===== src/rtl/pooled_sorted_linked_list_assert.svh =====
// Assertion macros for the pooled sorted linked list.
// Used by the top level; no other dependencies.
`ifndef POOLED_SORTED_LINKED_LIST_ASSERT_SVH
`define POOLED_SORTED_LINKED_LIST_ASSERT_SVH
// implication checked on every clock edge outside reset
`define PSLL_ASSERT_IMP(label, clk, rst, a, c, msg) \
   label: assert property (@(posedge clk) disable iff (rst) (a) |-> (c)) else $error(msg);
// implication whose consequent is checked in the next cycle
`define PSLL_ASSERT_NXT(label, clk, rst, a, c, msg) \
   label: assert property (@(posedge clk) disable iff (rst) (a) |=> (c)) else $error(msg);
`endif


===== src/rtl/psll_ram.sv =====
// Generic single-port-write, single-read RAM with registered read.
// No dependencies.
`timescale 1ns / 1ps
module psll_ram #(
   parameter int WIDTH = 8,
   parameter int DEPTH = 64
) (
   input  logic clock,
   input  logic we,
   input  logic [$clog2(DEPTH)-1:0] waddr,
   input  logic [WIDTH-1:0] wdata,
   input  logic [$clog2(DEPTH)-1:0] raddr,
   output logic [WIDTH-1:0] rdata
);
   logic [WIDTH-1:0] mem [DEPTH];
   always_ff @(posedge clock) begin
      if (we) mem[waddr] <= wdata;
      rdata <= mem[raddr];
   end
endmodule


===== config.mk =====
export PLATFORM = sky130hd
export DESIGN_NAME = psll_ram
export DESIGN_NICKNAME = d
export VERILOG_FILES = /design/src/rtl/pooled_sorted_linked_list_assert.svh /design/src/rtl/psll_ram.sv
export SDC_FILE = /design/constraint.sdc
export NUM_CORES = 1
export LEC_CHECK = 0
export ABC_AREA = 1
export BUFFER_PORTS_ARGS = -buffer_cell sky130_fd_sc_hd__buf_4
export CAP_MARGIN = 20
export CORE_MARGIN = 2
export CORE_UTILIZATION = 49
export DETAILED_ROUTE_END_ITERATION = 7
export GPL_ROUTABILITY_DRIVEN = 0
export PLACE_DENSITY = 0.75
export SLEW_MARGIN = 20
export SYNTH_ARGS = -nofsm -noshare
export SYNTH_HDL_FRONTEND = slang
export SYNTH_SLANG_ARGS = --single-unit

===== constraint.sdc =====
create_clock -name clock -period 2.6 [get_ports clock]
set_input_delay 0.39 -clock clock [delete_from_list [all_inputs] [get_ports clock]]
set_output_delay 0.39 -clock clock [all_outputs]
set_load 0.005 [all_outputs]

======== Word-level counts from Yosys, hierarchy flattened ========
Memory sizes are Yosys's and may differ from the RTL's. A register that Yosys moved wholly into a read port is not among the register bits.
Index checks and enable logic that the tools add are counted.
word-level totals
  flip-flop bits (word level) ............. 0
  bits in writable memories ............... 512
  input bits .............................. 22
  output and inout bits ................... 8
  word-level logic and storage cells ...... 3
  memories kept ........................... 1
cells by class
  muxes and demuxes ....................... 2
memories
  memory  words  width  rd ports  clocked after memory_dff  wr ports  line            RTL
  mem     64     8      1         1                         1         psll_ram.sv:15  logic [WIDTH-1:0] mem [DEPTH];
operators with widths
  cell               count
  1-bit two-way mux  2

======== Longest topological paths before layout ========
Gate-level depths: netlist of run 1.
  depth in word-level cells ............... 2
  gate-level depth with buffers ........... 12
  depth with buffers taken out ............ 9

======== Worst setup path after synthesis of run 1 ========
No wires, ideal clock.
  path kind ............................... input -> register
  start ................................... input we
  end ..................................... memory mem[48][0] (enable)
  library setup time ...................... 395 ps
  arrival ................................. 1761 ps
  required time ........................... 2205 ps
  setup slack ............................. 444 ps
  stages on the path ...................... 3
  path buffers ............................ 1
  cells stage by stage .................... clkbuf_1 > nand4_1 > nor4_1
on the way
  word-level cells in the longest chain between the ends .. 2
ends and longest elaborated chain
  item                                     line            RTL
  start: declaration                       psll_ram.sv:9   input logic we,
  1-bit two-way mux                        psll_ram.sv:17  if (we) mem[waddr] <= wdata;
  1-bit two-way mux (not written as such)  psll_ram.sv:17
  end: declaration                         psll_ram.sv:15
Every way passes these cells.

==> results of run 1 <==
==> sequential cells by signal (all words and copies together), names as in the netlist <==
name,cells
mem,512
rdata,8
==> routing by layer <==
layer  GRT usage  up-vias
li1            -     6456
met1      0.3115     6811
met2      0.3640      814
met3     0.04251      126
met4     0.07982        0
met5           0        -
==> through the flow <==
stage	utilization	worst slack, ns	cells	area (um^2)	power [mW]
floorplan	-	0.4439	1805	21340	10.12
global placement	0.5174	0.4644	2396	22290	10.53
detailed placement	0.5174	0.4749	2396	22290	10.55
CTS	0.5526	1.061	2485	23800	17.25
global route	0.5526	0.9026	2485	23800	17.66
finish	0.5526	1.022	2485	23800	17.18
==> cell families after synthesis <==
family,count (synthesis),synth area share
buffers and inverters,125,0.04022
flip-flops,520,0.7280
AND/OR/NAND/NOR,1160,0.2318
==> tightest hold or removal path, stage by stage <==
cell and delay [ns]:
buf_4 0.16, nand3_1 0.10, nand2_1 0.07
==> final timing paths <==
path	from	end	slack, ns	depth (start not counted)
worst max-delay path	raddr[1]	rdata[7]	1.02	10
worst min-delay path	raddr[5]	rdata[5]	0.18	3
worst max register to register	mem[23][3]	rdata[3]	1.25	8
worst min register to register	mem[28][1]	rdata[1]	0.81	8
==> power breakdown <==
part | total [mW] | switching [mW] | internal (mW)
sequential | 9.31 | 0.0304 | 9.28
combinational | 1.08 | 0.791 | 0.287
clock | 6.79 | 2.91 | 3.88
total | 17.2 | 3.73 | 13.4
==> Yosys cell counts <==
cell type,number
buf_4,14
inv_6,1
inv_1,10
clkbuf_1,15
nor4_1,8
buf_2,37
dfxtp_1,8
nand3_1,439
nand2_1,648
buf_6,35
edfxtp_1,512
buf_1,10
nor2_1,56
inv_2,1
nand4_1,9
buf_8,2
==> area by class of cell <==
type	instances	area, um^2	area share
timing repair buffer	119	1022	0.04295
tap	585	732.0	0.03075
sequential	520	15530	0.6527
inverter	12	52.55	0.002208
clock inverter	25	190.2	0.007990
clock buffer	64	1325	0.05567
multi-input combinational	1160	4946	0.2078
==> metrics.yaml, run 1 <==
drive_gt1_frac: 0.09842
cts_tree: "done"
num_vias: 14210
drt_wl_total_um: 50200
critPathTopFamily: "buffers and inverters"
yosysTopAreaCell: "edfxtp_1"
cts_root_buffer: "clkbuf_16"
synth_cells: 1805
cts_buffers: 50
worst-path-buf-inv: 3
cts.sinks: 520
fmax_mhz: 633.8
p_leak_nw: 8.653
dr_wl_met3_um: 4975
placement_rows: 76
nNetsFinal: 1885
rsz0062_at_grt: "no"
drc: 0
post-route-period-util: 0.6068
grt_antenna_before_repair: 0
critPathMaxFanout: 48
drtIter0Drc: 1716
grt_usage: 0.2264
synth_cell_types: 16
cap_violations: 0
setup_viol: 0
endpoint_kind: "flip-flop"
maxSlewViolCount: 0
worstSetupPathType: "in2reg"
clock_path_buffers: 3
powerDensity_mw_per_mm2: 721.6
synth_area_mm2: 0.02134
path_clk_slew_ns: 0.06
io_buffers: 29
htree_levels: 2
layout_common_cells: "nand2_1, edfxtp_1, nand3_1"
dp_hpwl_um: 28960
synth_warnings: 0
ys_seq_elements: 520
min_period_ns: 1.578
cts_resized: 0
tightest_slew_ns: 1.038
wl_per_cell_um: 20.20
critPathMaxStageDelay_ns: 0.33
syn_nets: 1827
overflow: 0
status: "finished clean"
relSlewSlack: 0.3070
hold_viol_final: 0
grt_pass1_wl_um: 77980
die_w_um: 212.7
worstPathCellList: "buf_4 > inv_4 > buf_12 > nand3_1 > nand3_1 > nand2_1 > nand2_1 > nand3_1 > nand3_1 > nand2_1"
core_mm2: 0.04308
top_layer_used: "met4"
crit_slowest_cell: "inv_4"
required_ns: 3.04
fillers: 3436
met1Wirelength_um: 19860
postCtsSetupRepairBufs: 0
ys_seq_area_frac: 0.7280
diodes: 0
insertion_delay_ns: 0.57
via_per_inst: 5.717
start_util: 0.4954
firstDrtPassIters: 6
die_area_mm2: 0.04523
synth.avg_cell_area_um2: 11.82
irDropWorstVdd_v: 0.0007197
crit_top_cell: "nand3_1"
wl_met2_um: 23750
cp-start-kind: "primary input"
syn2layout_area_growth_pct: 11.54
synth.area.top_cells: "edfxtp_1, nand2_1, nand3_1"
final_common_cell: "nand2_1"
final_antenna_net_count: 0
grt_pass1_vias: 13760
ctsHoldBuffers: 0
synth_top_area_frac: 0.7205
grt_max_degree: 135
fin_skew_ns: 0.02625
setup_tns_ns: 0
die_h_um: 212.7
arrival_ns: 2.02
hold_slack_ns: 0.1814
hold_class: "in2reg"
io_pins: 30
Power figures use the tool's default switching activity.
==> run 2, diff against run 1 <==
--- a/config.mk
+++ b/config.mk
@@ -5,7 +5,7 @@
 export SDC_FILE = /design/constraint.sdc
 export NUM_CORES = 1
 export LEC_CHECK = 0
-export ABC_AREA = 1
+export ABC_AREA = 0
 export BUFFER_PORTS_ARGS = -buffer_cell sky130_fd_sc_hd__buf_4
 export CAP_MARGIN = 20
 export CORE_MARGIN = 2
==> constraint.sdc (replaced) <==
create_clock -name clock -period 1.6 [get_ports clock]
set_input_delay 0.24 -clock clock [delete_from_list [all_inputs] [get_ports clock]]
set_output_delay 0.24 -clock clock [all_outputs]
set_load 0.005 [all_outputs]
==> run 2 against run 1 <==
The flow now finishes with violations (negative setup slack). Critical path depth fell by 4. Cell area rose by 1.3%. Worst setup slack got worse by 1.3 ns. Non-clock buffer count rose by 74. Utilization rose by 3.9 points. Combinational power rose by 53%. First-iteration DRC count fell by 25%. Via count fell by 28%. Sequential cell count did not move. Largest power group unchanged.
==> metrics.yaml, run 2 <==
synth_common_cells: "edfxtp_1, mux4_2, nor2_1, mux2i_1, nand2_1"
synth.area.top_cells: "edfxtp_1, mux4_2, nor2_1"
arrival_ns: 2.33
ys_seq_area_frac: 0.7703
htree_levels: 2
grt_usage: 0.2209
regMostFlops: "mem"
fillers: 2776
irDropWorstVdd_v: 0.0007663
setup_viol: 8
synth_top_area_frac: 0.7624
reg_top3: "mem: 512 flops, rdata: 8 flops"
cts_buffers: 50
worstSetupPathType: "reg2reg"
drtIter0Drc: 1285
utilization: 0.5920
io_buffers: 29
firstDrtPassIters: 6
worstPathCellList: "mux4_2 > mux2_4 > o221a_4 > nor3_2 > buf_4 > o32ai_2"
relSlewSlack: 0.5335
synth_cell_types: 40
yosysTopAreaCell: "edfxtp_1"
die_w_um: 206.9
maxSlewViolCount: 0
post-synth-top-count-cell: "edfxtp_1"
nNetsFinal: 1156
syn_nets: 962
violations: "negative setup slack"
post-route-period-util: 1.186
core_mm2: 0.04074
grt_pass1_wl_um: 67790
hold_viol_final: 0
ys_seq_elements: 520
r2r_cells: 6
ctsHoldBuffers: 0
placement_rows: 74
powerDensity_mw_per_mm2: 1199
fin_skew_ns: 0.02171
drt_wl_total_um: 45710
required_ns: 2.03
synth_cells: 940
path_clk_slew_ns: 0.07
p_leak_nw: 7.891
grt_pass1_vias: 10560
min_period_ns: 1.898
critPathMaxStageDelay_ns: 0.45
hold_class: "in2reg"
worst-path-buf-inv: 1
status: "finished with violations"
cts_tree: "done"
synthFlopType: "edfxtp_1"
grt_max_degree: 65
cap_violations: 0
pre_cts_slack_ns: -0.7342
synth.avg_cell_area_um2: 21.45
die_h_um: 206.9
rsz0062_at_grt: "yes"
io_pins: 30
fmax_mhz: 527.0
hold_slack_ns: 0.05417
via_per_inst: 6.007
drive_gt1_frac: 0.3754
async_flop_share: 0
dp_hpwl_um: 28940
num_vias: 10240
overflow: 0
placed_area_mm2: 0.02230
synth_area_mm2: 0.02017
clock_path_buffers: 3
die_area_mm2: 0.04280
final_antenna_net_count: 0
tightest_slew_ns: 0.6998
insertion_delay_ns: 0.57
cp-start-kind: "flip-flop"
synth_edf_count: 512
critPathTopFamily: "multiplexers"
design_area_mm2: 0.02412
cp-startpoint: "mem[16][6]"
rrSetupSlack_ns: -0.30
setup_ws_ns: -0.2976
reg2reg_to: "rdata[6]"
postCtsSetupRepairBufs: 0
endpoint: "rdata[6]"
final_common_cell: "edfxtp_1"
layout_common_cells: "edfxtp_1, buf_4, mux4_2"
syn2layout_area_growth_pct: 19.60
wl_per_cell_um: 26.81
start_util: 0.4950
crit_slowest_cell: "mux4_2"
cts_root_buffer: "clkbuf_16"
endpoint_kind: "flip-flop"
drc: 0
worstReg2RegStart: "mem[16][6]"
grt_antenna_before_repair: 0
largest_reg_flops: 512
critPathMaxFanout: 1
path_depth: 6
cts.sinks: 520
synth_warnings: 0
## run 2: kinds of logic after synthesis
group | synth area share
buffers and inverters | 0.01570
AO/OA/AOI/OAI | 0.02072
AND/OR/NAND/NOR | 0.03387
multiplexers | 0.1594
flip-flops | 0.7703
## run 2: how the worst min path moves through the flow
stage              from        end  slack [ns]  depth (start not counted)
6_report       raddr[5]   rdata[3]        0.05                          2
5_1_grt        raddr[5]   rdata[3]        0.04                          2
4_1_cts        raddr[5]   rdata[3]        0.02                          2
3_5_place_dp   raddr[5]   rdata[5]        0.61                          2
3_3_place_gp   raddr[5]   rdata[3]        0.61                          2
2_1_floorplan  wdata[0]  mem[0][0]        0.34                          0
## run 2: stage by stage
stage / power [mW] / TNS [ns] / instances
final: 28.93 / -1.589 / 1705
after global routing: 29.64 / -1.844 / 1704
after CTS: 29.08 / -1.538 / 1704
after detailed placement: 17.01 / -5.543 / 1615
after global placement: 16.98 / -5.176 / 1615
after floorplan: 16.22 / -18.01 / 940
## run 2: power by group
part           switching, mW  internal (mW)  leakage [nW]
clock network           4.89           7.26         0.823
logic                  0.930          0.719          2.39
registers             0.0588           15.1          4.67
## run 2: final cells by class
class	instances	area, um^2	share of cell area
multi-input cells	369	4507	0.1869
clock inverters	29	356.6	0.01478
well taps	532	665.6	0.02760
flip-flops and latches	520	15530	0.6441
repair buffers	193	1709	0.07086
diodes	1	2.502	0.0001038
clock buffers	61	1344	0.05571
## run 2: timing repair
action,4_1_cts,5_1_grt
endpoints found under the hold margin,0,0
gates resized for setup,19,6
setup endpoints to repair,8,8
pin swaps,3,2
## run 2: per-layer routing
metal / GRT usage / vias up / share of wire
li1: - / 4321 / -
met5: 0 / - / 0
met3: 0.05071 / 130 / 0.091
met2: 0.3592 / 524 / 0.49
met4: 0.08435 / 0 / 0.040
met1: 0.2936 / 5267 / 0.38
